==> config.mk <==
export PLATFORM = sky130hd
export DESIGN_NAME = thermal_led_brightness_slewer
export DESIGN_NICKNAME = d
export VERILOG_FILES = /design/src/hdl/tlbs_pkg.sv /design/src/hdl/thermal_led_brightness_slewer.sv /design/src/hdl/tlbs_div.sv /design/src/hdl/tlbs_slew.sv
export VERILOG_INCLUDE_DIRS = /design/src /design/src/hdl
export SDC_FILE = /design/constraint.sdc
export NUM_CORES = 1
export LEC_CHECK = 0
export CORE_ASPECT_RATIO = 0.9
export CORE_UTILIZATION = 55
export CTS_BUF_LIST = sky130_fd_sc_hd__clkbuf_8
export CTS_CLUSTER_DIAMETER = 100
export DETAILED_ROUTE_END_ITERATION = 6
export DONT_BUFFER_PORTS = 1
export GPL_ROUTABILITY_DRIVEN = 0
export PLACE_DENSITY = 0.7
export SYNTH_ARGS = -nofsm -noshare
export SYNTH_HDL_FRONTEND = slang
export SYNTH_SLANG_ARGS = --single-unit
==> constraint.sdc <==
create_clock -name clk -period 7.7 [get_ports clk]
set_input_delay 0.385 -clock clk [delete_from_list [all_inputs] [get_ports clk]]
set_output_delay 0.385 -clock clk [all_outputs]
set_load 0.03 [all_outputs]
==> src/hdl/thermal_led_brightness_slewer_assert.svh <==
// Assertion macros shared by the slewer RTL.
`ifndef THERMAL_LED_BRIGHTNESS_SLEWER_ASSERT_SVH
`define THERMAL_LED_BRIGHTNESS_SLEWER_ASSERT_SVH

`ifndef NO_ASSERTIONS
`define TLBS_ASSERT(lbl, prop, msg) \
  lbl: assert property (@(posedge clk) disable iff (!rst_n) prop) else $error(msg);
`define TLBS_ASSERT_ALWAYS(lbl, prop, msg) \
  lbl: assert property (@(posedge clk) prop) else $error(msg);
`else
`define TLBS_ASSERT(lbl, prop, msg)
`define TLBS_ASSERT_ALWAYS(lbl, prop, msg)
`endif

`endif

==> src/hdl/tlbs_pkg.sv <==
package tlbs_pkg;

  localparam int LEVEL_W   = 8;
  localparam int TEMP_W    = 8;
  localparam int TGT_W     = 2 * LEVEL_W;
  localparam int DIV_STEPS = TGT_W;
  localparam int CNT_W     = $clog2(DIV_STEPS);
  localparam int CFG_IDX_W = 1;

  localparam logic [CNT_W-1:0] DIV_LAST = CNT_W'(DIV_STEPS - 1);

  localparam logic [CFG_IDX_W-1:0] CFG_LOW_THR  = 1'b0;
  localparam logic [CFG_IDX_W-1:0] CFG_HIGH_THR = 1'b1;

  localparam logic [TEMP_W-1:0] LOW_THR_RST  = 8'd52;
  localparam logic [TEMP_W-1:0] HIGH_THR_RST = 8'd62;

  localparam logic [TGT_W-1:0] JUMP_GAP  = 16'd120;
  localparam logic [TGT_W-1:0] TIER_HIGH = 16'd40;
  localparam logic [TGT_W-1:0] TIER_MID  = 16'd20;
  localparam logic [TGT_W-1:0] TIER_LOW  = 16'd10;
  localparam logic [TGT_W-1:0] FULL_TGT  = 16'd255;

  localparam logic [LEVEL_W-1:0] STEP_HIGH  = 8'd10;
  localparam logic [LEVEL_W-1:0] STEP_MID   = 8'd5;
  localparam logic [LEVEL_W-1:0] STEP_LOW   = 8'd2;
  localparam logic [LEVEL_W-1:0] STEP_MIN   = 8'd1;
  localparam logic [LEVEL_W-1:0] FULL_LEVEL = 8'd255;

  typedef enum logic [1:0] {
    ST_IDLE,
    ST_DIV,
    ST_FIN
  } tlbs_state_t;

endpackage

==> src/hdl/thermal_led_brightness_slewer.sv <==
// Thermal LED brightness slewer.
// Input channel (in_valid/in_ready) takes one item: a temperature and a
// reading_ok flag. Output channel (out_valid/out_ready) returns one item per
// input: the LED level after the step, whether it was recomputed, and the
// short/long re-poll delay select (level nonzero).
// The config channel (cfg_valid/cfg_ready, always ready) writes the low
// threshold (index 0) and high threshold (index 1); write only while idle.
// A valid reading above the low threshold with ordered thresholds runs a
// bit-serial restoring divider, one quotient bit per cycle over 16 quotient
// bits; the block then passes through ST_FIN into the output register and
// returns to idle for the next item. Invalid readings and readings that need
// no divide go from idle through ST_FIN straight into the output register.
// The next item is accepted once the previous one has reached the output
// register, even while that result still waits for out_ready; a stalled
// receiver holds the block in its final state until the register frees.
// Reset (rst_n low, synchronous) clears the level to 0, restores thresholds
// to 52 and 62 and empties the output register.
module thermal_led_brightness_slewer (
  input  logic                             clk,
  input  logic                             rst_n,
  input  logic                             in_valid,
  output logic                             in_ready,
  input  logic [tlbs_pkg::TEMP_W-1:0]      in_temperature,
  input  logic                             in_reading_ok,
  output logic                             out_valid,
  input  logic                             out_ready,
  output logic [tlbs_pkg::LEVEL_W-1:0]     out_led_level,
  output logic                             out_level_updated,
  output logic                             out_short_delay,
  input  logic                             cfg_valid,
  output logic                             cfg_ready,
  input  logic [tlbs_pkg::CFG_IDX_W-1:0]   cfg_index,
  input  logic [tlbs_pkg::TEMP_W-1:0]      cfg_data
);
  import tlbs_pkg::*;

  tlbs_state_t          state_r, state_nxt;
  logic [TEMP_W-1:0]    low_thr_r, high_thr_r;
  logic [LEVEL_W-1:0]   level_r, level_nxt;
  logic                 ok_r;
  logic [TGT_W-1:0]     target_r;
  logic                 out_valid_r;
  logic [LEVEL_W-1:0]   out_level_r;
  logic                 out_updated_r;
  logic                 out_short_r;

  logic                 in_fire;
  logic                 above;
  logic                 ordered;
  logic [TEMP_W-1:0]    excess;
  logic [TGT_W-1:0]     numer;
  logic [LEVEL_W-1:0]   denom;
  logic                 div_start;
  logic                 div_done;
  logic [TGT_W-1:0]     quot;
  logic                 out_free;
  logic                 fin_fire;
  logic [LEVEL_W-1:0]   slew_level;

  assign above   = in_temperature > low_thr_r;
  assign ordered = high_thr_r > low_thr_r;
  assign excess  = in_temperature - low_thr_r;
  assign numer   = {excess, {LEVEL_W{1'b0}}} - {{LEVEL_W{1'b0}}, excess};
  assign denom   = high_thr_r - low_thr_r;
  assign out_free = !out_valid_r || out_ready;

  always_comb begin
    state_nxt = state_r;
    case (state_r)
      ST_IDLE: if (in_fire) state_nxt = div_start ? ST_DIV : ST_FIN;
      ST_DIV:  if (div_done) state_nxt = ST_FIN;
      ST_FIN:  if (out_free) state_nxt = ST_IDLE;
      default: state_nxt = ST_IDLE;
    endcase
  end

  always_comb begin
    in_ready = 1'b0;
    fin_fire = 1'b0;
    case (state_r)
      ST_IDLE: in_ready = 1'b1;
      ST_DIV:  in_ready = 1'b0;
      ST_FIN:  fin_fire = out_free;
      default: in_ready = 1'b0;
    endcase
  end

  assign in_fire   = in_valid && in_ready;
  assign div_start = in_fire && in_reading_ok && above && ordered;
  assign cfg_ready = 1'b1;
  assign level_nxt = (fin_fire && ok_r) ? slew_level : level_r;

  tlbs_div u_div (
    .clk   (clk),
    .rst_n (rst_n),
    .start (div_start),
    .numer (numer),
    .denom (denom),
    .done  (div_done),
    .quot  (quot)
  );

  tlbs_slew u_slew (
    .target    (target_r),
    .level     (level_r),
    .new_level (slew_level)
  );

  always_ff @(posedge clk) begin
    if (!rst_n) begin
      state_r     <= ST_IDLE;
      low_thr_r   <= LOW_THR_RST;
      high_thr_r  <= HIGH_THR_RST;
      level_r     <= '0;
      out_valid_r <= 1'b0;
    end else begin
      state_r <= state_nxt;
      level_r <= level_nxt;
      if (cfg_valid && cfg_ready) begin
        case (cfg_index)
          CFG_LOW_THR:  low_thr_r  <= cfg_data;
          CFG_HIGH_THR: high_thr_r <= cfg_data;
          default:      low_thr_r  <= low_thr_r;
        endcase
      end
      if (fin_fire) begin
        out_valid_r <= 1'b1;
      end else if (out_ready) begin
        out_valid_r <= 1'b0;
      end
    end
  end

  always_ff @(posedge clk) begin
    if (in_fire) begin
      ok_r     <= in_reading_ok;
      target_r <= above ? FULL_TGT : '0;
    end else if (div_done) begin
      target_r <= quot;
    end
    if (fin_fire) begin
      out_level_r   <= level_nxt;
      out_updated_r <= ok_r;
      out_short_r   <= level_nxt != '0;
    end
  end

  assign out_valid         = out_valid_r;
  assign out_led_level     = out_level_r;
  assign out_level_updated = out_updated_r;
  assign out_short_delay   = out_short_r;

`include "thermal_led_brightness_slewer_assert.svh"
  `TLBS_ASSERT(a_out_level, out_valid_r |-> out_level_r == level_r, "output level not stored level")
  `TLBS_ASSERT(a_out_short, out_valid_r |-> out_short_r == (out_level_r != '0), "delay select mismatch")
  `TLBS_ASSERT(a_div_state, div_done |-> state_r == ST_DIV, "divider done outside divide state")
  `TLBS_ASSERT(a_fin_load, state_r == ST_FIN && !out_valid_r |=> out_valid_r, "result not loaded")
endmodule

==> src/hdl/tlbs_div.sv <==
module tlbs_div (
  input  logic                        clk,
  input  logic                        rst_n,
  input  logic                        start,
  input  logic [tlbs_pkg::TGT_W-1:0]  numer,
  input  logic [tlbs_pkg::LEVEL_W-1:0] denom,
  output logic                        done,
  output logic [tlbs_pkg::TGT_W-1:0]  quot
);
  import tlbs_pkg::*;

  logic                 busy_r, busy_nxt;
  logic                 done_r, done_nxt;
  logic [CNT_W-1:0]     cnt_r, cnt_nxt;
  logic [TGT_W-1:0]     num_r, num_nxt;
  logic [LEVEL_W-1:0]   rem_r, rem_nxt;
  logic [LEVEL_W-1:0]   den_r, den_nxt;
  logic [LEVEL_W:0]     trial;
  logic                 ge;

  // one quotient bit per cycle; quotient bits shift into the numerator register
  always_comb begin
    trial    = {rem_r, num_r[TGT_W-1]};
    ge       = trial >= {1'b0, den_r};
    busy_nxt = busy_r;
    done_nxt = 1'b0;
    cnt_nxt  = cnt_r;
    num_nxt  = num_r;
    rem_nxt  = rem_r;
    den_nxt  = den_r;
    if (start && !busy_r) begin
      busy_nxt = 1'b1;
      cnt_nxt  = '0;
      num_nxt  = numer;
      rem_nxt  = '0;
      den_nxt  = denom;
    end else if (busy_r) begin
      num_nxt = {num_r[TGT_W-2:0], ge};
      rem_nxt = ge ? LEVEL_W'(trial - {1'b0, den_r}) : trial[LEVEL_W-1:0];
      cnt_nxt = CNT_W'(cnt_r + 1'b1);
      if (cnt_r == DIV_LAST) begin
        busy_nxt = 1'b0;
        done_nxt = 1'b1;
        cnt_nxt  = '0;
      end
    end
  end

  always_ff @(posedge clk) begin
    if (!rst_n) begin
      busy_r <= 1'b0;
      done_r <= 1'b0;
      cnt_r  <= '0;
    end else begin
      busy_r <= busy_nxt;
      done_r <= done_nxt;
      cnt_r  <= cnt_nxt;
    end
  end

  always_ff @(posedge clk) begin
    num_r <= num_nxt;
    rem_r <= rem_nxt;
    den_r <= den_nxt;
  end

  assign done = done_r;
  assign quot = num_r;

`include "thermal_led_brightness_slewer_assert.svh"
  `TLBS_ASSERT(a_start_busy, start && !busy_r |=> busy_r, "divider did not start")
  `TLBS_ASSERT(a_done_idle, done_r |-> !busy_r, "divider busy while done")
  `TLBS_ASSERT(a_idle_cnt, !busy_r |-> cnt_r == '0, "divider count not cleared")
endmodule

==> src/hdl/tlbs_slew.sv <==
module tlbs_slew (
  input  logic [tlbs_pkg::TGT_W-1:0]   target,
  input  logic [tlbs_pkg::LEVEL_W-1:0] level,
  output logic [tlbs_pkg::LEVEL_W-1:0] new_level
);
  import tlbs_pkg::*;

  logic signed [TGT_W:0] gap;
  logic [TGT_W:0]        neg;
  logic [TGT_W-1:0]      mag;
  logic [TGT_W-1:0]      lvl_ext;
  logic [TGT_W-1:0]      step_ext;
  logic [LEVEL_W-1:0]    step;
  logic [TGT_W-1:0]      raw;

  always_comb begin
    lvl_ext = {{(TGT_W-LEVEL_W){1'b0}}, level};
    gap     = $signed({1'b0, target}) - $signed({1'b0, lvl_ext});
    neg     = -gap;
    mag     = gap[TGT_W] ? neg[TGT_W-1:0] : gap[TGT_W-1:0];
    if (mag > TIER_HIGH) begin
      step = STEP_HIGH;
    end else if (mag > TIER_MID) begin
      step = STEP_MID;
    end else if (mag > TIER_LOW) begin
      step = STEP_LOW;
    end else begin
      step = STEP_MIN;
    end
    step_ext = {{(TGT_W-LEVEL_W){1'b0}}, step};
    if (mag > JUMP_GAP) begin
      raw = target;
    end else if (mag == '0) begin
      raw = lvl_ext;
    end else if (gap[TGT_W]) begin
      raw = lvl_ext - step_ext;
    end else begin
      raw = lvl_ext + step_ext;
    end
    new_level = (raw > FULL_TGT) ? FULL_LEVEL : raw[LEVEL_W-1:0];
  end
endmodule
==> metrics, run 1 <==
run status=complete, no violations; fin crit period=6.24 ns; Netlist cell types=68; die width=116 um; Int Pwr=0.965 mW; CP delay by family, top=simple AND/OR/NAND/NOR gates; share of cells above drive strength 1=6.28%; LEAKAGE=2.71 nW; Switching Fraction=35.3%; Post-CTS Setup Inserts=0; Synth Area in XOR/XNOR=4.52%; Initial Utilization=57.6%; launching point of the worst reg2reg path=target_r[0]$_DFFE_PP_; peak supply drop=130 uV; row count=36; Die ar.=0.0120 mm2; required time of the critical path=7.81 ns; Layout area overhead=5.23%; R2R depth=25; Die H=104 um; number of global-route vias before repair=4954; CP Class=reg -> reg; Max Used Layer=met4; Via-to-Cell Ratio=6.04; syn_area_per_cell=8.86 um2; worst path buffer plus inverter count=4; drc violations=0; top cell type's share of synthesized area=24.0%; Cell Area, Synth=0.00639 mm2; first-pass GRT wire length=23600 um; hold path startpoint=rst_n; WL met1=6490 um; fraction of registers with async set/reset=0%; clk_lat worst skew=0.36 ns; PostCTS Resize Cnt=0; CP max stage cell=or4_1; Least-Margin Pin Slew=1.12 ns; routed wire length per instance=16.4 um; Port-buffer cells=0; Fin Setup TNS=0 ns; pin count of the biggest net entering global routing=27; Fill cells=994; Slew headroom=25.3%; fin crit share=81.1%; crit path launch type=register; Net Switching=0.526 mW; simple-gate share of the synthesized area=20.5%; hold crit path type=in -> reg; compound-gate portion of the synthesized area=19.5%; DR vias=5245; grt total ovfl=0; worst reg2reg path endpoint=out_short_delay$_DFFE_PP_; Max-Cap Viols=0; mux contribution to synthesized area=2.80%; most common cell in the netlist=nand2_1; met3 wire length=807 um; Main synth FF type=edfxtp_1; TritonCTS clock tree=done; R2R Setup Slk=1.46 ns; Final Non-Filler Cells=868; CP max stage delay=0.48 ns; initial antenna violation count=0; Post-Syn Instances=721; antenna-violating nets left=0; Final Util=60.7%; clk_skew=0.00885 ns; Hold Fails Final Rpt=0; Boundary Pins=36; YS warnings=0; endpoints failing setup=0; WL final=14200 um; Final Net Count=785; CTS clock-pin slew for the worst setup and hold paths=0.10 ns; dominant cell type by area after synthesis=edfxtp_1; crit path from=target_r[0]$_DFFE_PP_; number of DRC markers in iteration 0=350; worst hold path depth=1; fmax=160 MHz; Clock Path Buffers=2; WHS Endpoint=high_thr_r[2]$_SDFFE_PN1P_; Post-synth EDFFs=51; clock sink count=92; Num CTS Buffers=9; PwrDens=222 mW/mm2; Worst setup EP type=register; Worst EP arrival=6.35 ns; Pins Over Slew Limit=0; DP HPWL=11100 um; H-tree depth=3; largest family of logic cells by synthesized area=simple AND/OR/NAND/NOR gates; unrepaired setup endpoints after global routing=no; Critical Path Most Common Cell=inv_1; Mapped Nets=795; Met2 Wirelength=6690 um; core area=0.0111 mm2; ranking of synthesized cells by area=edfxtp_1, dfxtp_1, ha_1, nand2_1, a21oi_1; Seq cells post-synth=92; CTS Root Cell=clkbuf_8; top post-synthesis cells by count=nand2_1, inv_1, edfxtp_1; drt first pass iters=5; Total GRT Usage=24.5%; total chip power=1.49 mW; CTS Hold Bufs=0; Flop pwr share=42.1%; Clk pwr share=24.4%; ant diodes=0; sequential share of the synthesized area=36.8%; placed cell count=852; CP Max Fanout=6; Synth Area in Adders=10.7%; Logic pwr share=33.5%
[layout by cell type, fill, tap and decap left out, drive strengths merged, types with 10 or more instances in the layout]
cell and instances:
a21oi 50, dfxtp 41, o21ai 36, or3 13
nand2 73, nor2b 13, o211ai 12, nor2 50
and2 20, ha 45, nand4 13, nand2b 18
xor2 14, xnor2 19, edfxtp 51, mux2i 10
nand3 13, inv 62, a21o 26
[sequential cells by signal (all words and copies together), names as in the netlist, 2 cells and up]
| name | flops |
|---|---|
| u_div.quot | 16 |
| u_div.den_r | 8 |
| state_r | 2 |
| high_thr_r | 8 |
| low_thr_r | 8 |
| u_div.rem_r | 8 |
| target_r | 16 |
| out_led_level | 8 |
| level_r | 8 |
| u_div.cnt_r | 4 |
[worst max-delay path by stage]
stage,to,cells past startpoint
finish,out_short_delay$_DFFE_PP_,25
global placement,out_short_delay$_DFFE_PP_,21
floorplan,out_short_delay$_DFFE_PP_,25
detailed placement,out_short_delay$_DFFE_PP_,25
CTS,out_short_delay$_DFFE_PP_,26
global route,out_short_delay$_DFFE_PP_,25
[power by group through the flow]
stage	registers [mW]	clock network, mW	logic, mW
floorplan	0.623	0	0.401
global placement	0.635	0	0.475
detailed placement	0.637	0	0.490
CTS	0.626	0.369	0.494
global route	0.633	0.387	0.561
finish	0.627	0.364	0.500
[cells by family after synthesis]
family / count (synthesis)
flops: 92
xor+xnor: 33
compound gates: 187
other cells: 1
mux: 17
buf+inv: 83
fa+ha+maj: 51
simple gates: 257
[layer usage]
| metal | vias up | global-route usage, % |
|---|---|---|
| met5 | - | 0 |
| met4 | 0 | 6.03 |
| met3 | 19 | 5.01 |
| met2 | 158 | 39.9 |
| met1 | 2500 | 32.9 |
| li1 | 2568 | - |
[cell type report]
class                      instances  area [um2]  area share (%)
inverter                          59         221            3.29
sequential                        92        2350            35.0
tap                              152         190            2.83
clock inverter                     7        97.6            1.45
clock buffer                       9         124            1.84
multi-input combinational        546        3710            55.2
timing repair buffer               3        22.5           0.335
[stage by stage]
step                      setup slack, ns  hold slack (ns)  area, um2
after floorplan                      1.98            0.426       6390
after global placement               1.83            0.441       6500
after detailed placement             1.54            0.448       6500
after CTS                            1.52           0.0788       6720
after global routing                0.958           0.0781       6720
final                                1.46           0.0953       6720
No activity file was read; power rests on OpenSTA's default activity.
==> run 2, diff against run 1 <==
Settings changed: ABC_AREA from default to 1, PLACE_DENSITY 0.7 to 0.73.
Clock period 7.7 ns to 5.12 ns, I/O delays scaled along.
==> run 2 against run 1 <==
Net effect:
- wire length rose by 8.3%
- utilization is 2.5 points higher
- clock power increased by 61%
- critical path depth is 8 higher
- synthesized area grew 2.5%
- global-route usage up 0.97 points
==> metrics, run 2 <==
CTS clock-pin slew for the worst setup and hold paths=0.09 ns; syn_area_per_cell=7.40 um2; Netlist cell types=49; Total GRT Usage=25.4%; drt first pass iters=5; Post-Syn Instances=885; DP HPWL=11700 um; CP max stage delay=0.44 ns; fraction of registers with async set/reset=0%; largest family of logic cells by synthesized area=simple AND/OR/NAND/NOR gates; number of global-route vias before repair=5356; YS warnings=0; Worst setup EP type=register; peak supply drop=200 uV; simple-gate share of the synthesized area=29.8%; total chip power=2.36 mW; clk_lat worst skew=0.36 ns; Fill cells=995; crit path launch type=register; sequential share of the synthesized area=35.9%; mux contribution to synthesized area=0%; Min Hold Slack=0.0334 ns; WL final=15400 um; CP Class=reg -> reg; Via-to-Cell Ratio=5.46; DR vias=5828; PwrDens=324 mW/mm2; drc violations=0; Die H=106 um; required time of the critical path=5.35 ns; Least-Margin Pin Slew=0.728 ns; TritonCTS clock tree=done; first-pass GRT wire length=24600 um; CP max stage cell=fa_2; Final Net Count=981; Mapped Nets=959; Post-synth EDFFs=51; Critical Path Most Common Cell=nand2_2; fin crit share=95.1%; H-tree depth=3; die width=117 um; clock sink count=92; routed wire length per instance=14.4 um; share of cells above drive strength 1=12.5%; Die ar.=0.0123 mm2; antenna-violating nets left=0; Worst EP arrival=5.10 ns; Max-Cap Viols=0; Slew headroom=51.3%; LEAKAGE=3.38 nW; Seq cells post-synth=92; Num CTS Buffers=9; Boundary Pins=36; CTS Root Cell=clkbuf_8; Port-buffer cells=0; core area=0.0115 mm2; Synth Area in Adders=10.4%; ranking of synthesized cells by area=edfxtp_1, nand2_1, dfxtp_1, ha_1, inv_1; number of DRC markers in iteration 0=483; endpoints failing setup=0; Cell Area, Synth=0.00655 mm2; most common cell in the netlist=nand2_1; Synth Area in XOR/XNOR=3.46%; run status=complete, no violations; Post-Place Setup Slack=-0.0939 ns; CP Max Fanout=8; hold crit path type=in -> reg; Clock Path Buffers=2; setup ws final=0.250 ns; grt total ovfl=0; top post-synthesis cells by count=nand2_1, inv_1, nor2_1; pin count of the biggest net entering global routing=22; clk_skew=0.0131 ns; dominant cell type by area after synthesis=edfxtp_1; compound-gate portion of the synthesized area=11.1%; row count=37; fin crit period=4.87 ns; Layout area overhead=11.2%; Fin Setup TNS=0 ns; Pins Over Slew Limit=0; most common cell after layout, fill and taps aside=nand2_1; fmax=205 MHz; most frequent cells in the layout=nand2_1, inv_1, nor2_1; top cell type's share of synthesized area=23.4%; Hold Fails Final Rpt=0; Initial Utilization=56.8%; Final Util=63.2%; initial antenna violation count=0; Main synth FF type=edfxtp_1; ant diodes=0
[run 2: changes by cell type in the layout (fill, tap and decap cells not counted), sizes merged, moves of 18 or more]
cell,change
nand2,+169
inv,+72
nand3,+57
nor2,+51
a21o,-26
and2,-19
buf,+18
nand2b,-18
[run 2: power breakdown]
| part | total (mW) | switching, mW | internal (mW) |
|---|---|---|---|
| combinational | 0.830 | 0.542 | 0.288 |
| sequential | 0.948 | 0.0691 | 0.879 |
| clock | 0.585 | 0.257 | 0.328 |
[run 2: worst max-delay path, delay by kind of cell (launching register included)]
| kind | cells | cell delay, ns |
|---|---|---|
| AND/OR/NAND/NOR | 19 | 1.85 |
| adder cells (fa/ha/maj) | 5 | 1.47 |
| AO/OA/AOI/OAI | 4 | 0.69 |
| buffers and inverters | 5 | 0.36 |
| flip-flops | 1 | 0.36 |
[run 2: logic make-up after synthesis]
family,after synthesis
AND/OR/NAND/NOR,440
AO/OA/AOI/OAI,126
flip-flops,92
XOR/XNOR,25
adder cells (fa/ha/maj),51
other,1
buffers and inverters,150
[run 2: cell type report]
cell class,instances,area [um2],area share [%]
clock buffers,9,124,1.70
inverters,134,503,6.91
well taps,156,195,2.68
repair buffers,27,221,3.04
clock inverters,7,121,1.67
multi-input cells,643,3770,51.7
flip-flops and latches,92,2350,32.3
[run 2: path summary, 6_finish.rpt]
path / start / slack, ns / depth (start not counted) / end
max: level_r[0]$_SDFF_PN0_ / 0.25 / 33 / out_short_delay$_DFFE_PP_
min: rst_n / 0.03 / 2 / high_thr_r[7]$_SDFFE_PN0P_
max reg2reg: level_r[0]$_SDFF_PN0_ / 0.25 / 33 / out_short_delay$_DFFE_PP_
min reg2reg: high_thr_r[0]$_SDFFE_PN0P_ / 0.48 / 2 / high_thr_r[0]$_SDFFE_PN0P_
[run 2: metrics by stage]
| step | instance area, um2 | std cells |
|---|---|---|
| final | 7280 | 1068 |
| after global routing | 7280 | 1068 |
| after CTS | 7040 | 1056 |
| after detailed placement | 6700 | 1032 |
| after global placement | 6700 | 1032 |
| after floorplan | 6550 | 885 |
[run 2: routing by layer]
layer  part of all wire, %  routed length [um]  global-route usage [%]  vias up
met3                   5.7                 879                    4.95       12
met1                    47                7250                    36.0     2704
met5                     0                   0                       0        -
met2                    46                7100                    39.6      183
met4                  0.97                 150                    6.51        0
li1                      -                   -                       -     2929
[run 2: what timing repair did]
item	in CTS	in global routing
setup endpoints to repair	13	17
endpoints found under the hold margin	10	0
hold buffers	6	0
gates resized for setup	5	45
setup buffers	2	12
pin swaps	4	19
==> run 3, diff against run 2 <==
Settings changed: CTS_BUF_LIST sky130_fd_sc_hd__clkbuf_8 to default, MAX_ROUTING_LAYER from default to met4.
==> run 3 against run 2 <==
Net effect:
- critical path depth did not move
- sequential power barely moved
- sequential cell count did not move
- die area did not move
- wire length fell by 0.24%
- cell count fell by 0.56%
- fmax fell by 0.71%
- register-to-register slack got worse by 0.03 ns
- worst hold slack got worse by 0.015 ns
==> metrics, run 3 (same netlist as run 2, synthesis figures left out) <==
run status=complete, no violations; Final Net Count=975; row count=37; most common cell after layout, fill and taps aside=nand2_1; ant diodes=0; first-pass GRT wire length=24600 um; DR vias=5818; number of DRC markers in iteration 0=564; Die ar.=0.0123 mm2; fin crit period=4.90 ns; fin crit share=95.8%; Worst setup EP type=register; GRT busiest layer=met2; PwrDens=341 mW/mm2; GR Util met3=4.95%; R2R depth=33; Total GRT Usage=26.2%; Least-Margin Pin Slew=0.741 ns; pin count of the biggest net entering global routing=22; LEAKAGE=3.39 nW; clk_lat worst skew=0.34 ns; Layout area overhead=12.0%; crit path launch type=register; CTS clock-pin slew for the worst setup and hold paths=0.07 ns; Multi-input gate area=0.00378 mm2; antenna-violating nets left=0; drt first pass iters=5; DP HPWL=11700 um; clock sink count=92; CP max stage cell=fa_2; Min Hold Slack=0.0180 ns; hold crit path type=in -> reg; most frequent cells in the layout=nand2_1, inv_1, nor2_1; clk_skew=0.00713 ns; die width=117 um; Slew headroom=50.5%; Final Util=63.6%; CP max stage delay=0.44 ns; Max-Cap Viols=0; routed wire length per instance=14.5 um; core area=0.0115 mm2; fmax=204 MHz; share of cells above drive strength 1=12.9%; Worst EP arrival=5.12 ns; Port-buffer cells=0; Via-to-Cell Ratio=5.48; Fill cells=984; TritonCTS clock tree=done; Clock Path Buffers=2; setup ws final=0.215 ns; Num CTS Buffers=9; Die H=106 um; CTS Root Cell=clkbuf_16; endpoints failing setup=0; CP Max Fanout=8; Critical Path Most Common Cell=nand2_2; M2 GR Usage=39.5%; WL final=15400 um; Initial Utilization=56.8%; Hold Fails Final Rpt=0; global routing usage on met1=35.9%; FF+latch area=0.00235 mm2; peak supply drop=238 uV; H-tree depth=3; initial antenna violation count=0; Post-Place Setup Slack=-0.0939 ns; Pins Over Slew Limit=0; worst hold path depth=1; CP Class=reg -> reg; Boundary Pins=36; required time of the critical path=5.33 ns; drc violations=0; number of global-route vias before repair=5327; grt total ovfl=0
## run 3: changes by cell type in the layout (fill, tap and decap cells not counted), sizes merged
cell | previous run | this run
buf | 21 | 19
bufinv | 3 | 1
dlygate4sd3 | 6 | 2
clkbuf | 9 | 11
## run 3: per-layer routing
layer	part of all wire (%)	wire length [um]
met1	46	7130
met2	46	7090
met3	6.1	941
met4	1.2	185
met5	0	0
## run 3: layout make-up
| cell class | count | share of cell area (%) |
|---|---|---|
| clock buffer | 11 | 3.75 |
| timing repair buffer | 21 | 2.27 |
| inverter | 134 | 6.86 |
| multi-input combinational | 643 | 51.5 |
| clock inverter | 5 | 0.836 |
| sequential | 92 | 32.1 |
| tap | 156 | 2.66 |
## run 3: timing repair
action | 4_1_cts | 5_1_grt
buffers inserted | 0 | 12
pin swaps | 1 | 19
gates cloned | 0 | 0
endpoints found under the setup margin | 10 | 17
hold buffers | 2 | 0
gates resized for setup | 5 | 49
hold endpoints to repair | 4 | 0
## run 3: worst paths after layout
kind	startpoint	endpoint	slack, ns
worst max-delay path	level_r[0]$_SDFF_PN0_	out_short_delay$_DFFE_PP_	0.22
worst min-delay path	rst_n	high_thr_r[5]$_SDFFE_PN1P_	0.02
worst max register to register	level_r[0]$_SDFF_PN0_	out_short_delay$_DFFE_PP_	0.22
worst min register to register	high_thr_r[0]$_SDFFE_PN0P_	high_thr_r[0]$_SDFFE_PN0P_	0.47
## run 3: worst max-delay path: cells and delay by family (launching register included)
kind,cells,cell delay (ns)
buffers and inverters,5,0.36
adders and majority gates,5,1.47
DFF,1,0.35
AOI/OAI and AO/OA,4,0.72
and+or+nand+nor,19,1.85
## run 3: report_power, final
part	switching [mW]	internal (mW)	leakage (nW)
clock network	0.280	0.441	0.167
logic	0.542	0.288	2.41
registers	0.0689	0.880	0.816
total	0.890	1.61	3.39
## run 3: stage by stage
step	cell area [um2]	instances	power, mW	setup TNS (ns)
2_1_floorplan	6550	885	1.56	0
3_3_place_gp	6700	1032	1.68	0
3_5_place_dp	6700	1032	1.72	-0.0939
4_1_cts	7080	1050	2.45	0
5_1_grt	7330	1062	2.65	-0.133
6_report	7330	1062	2.50	0
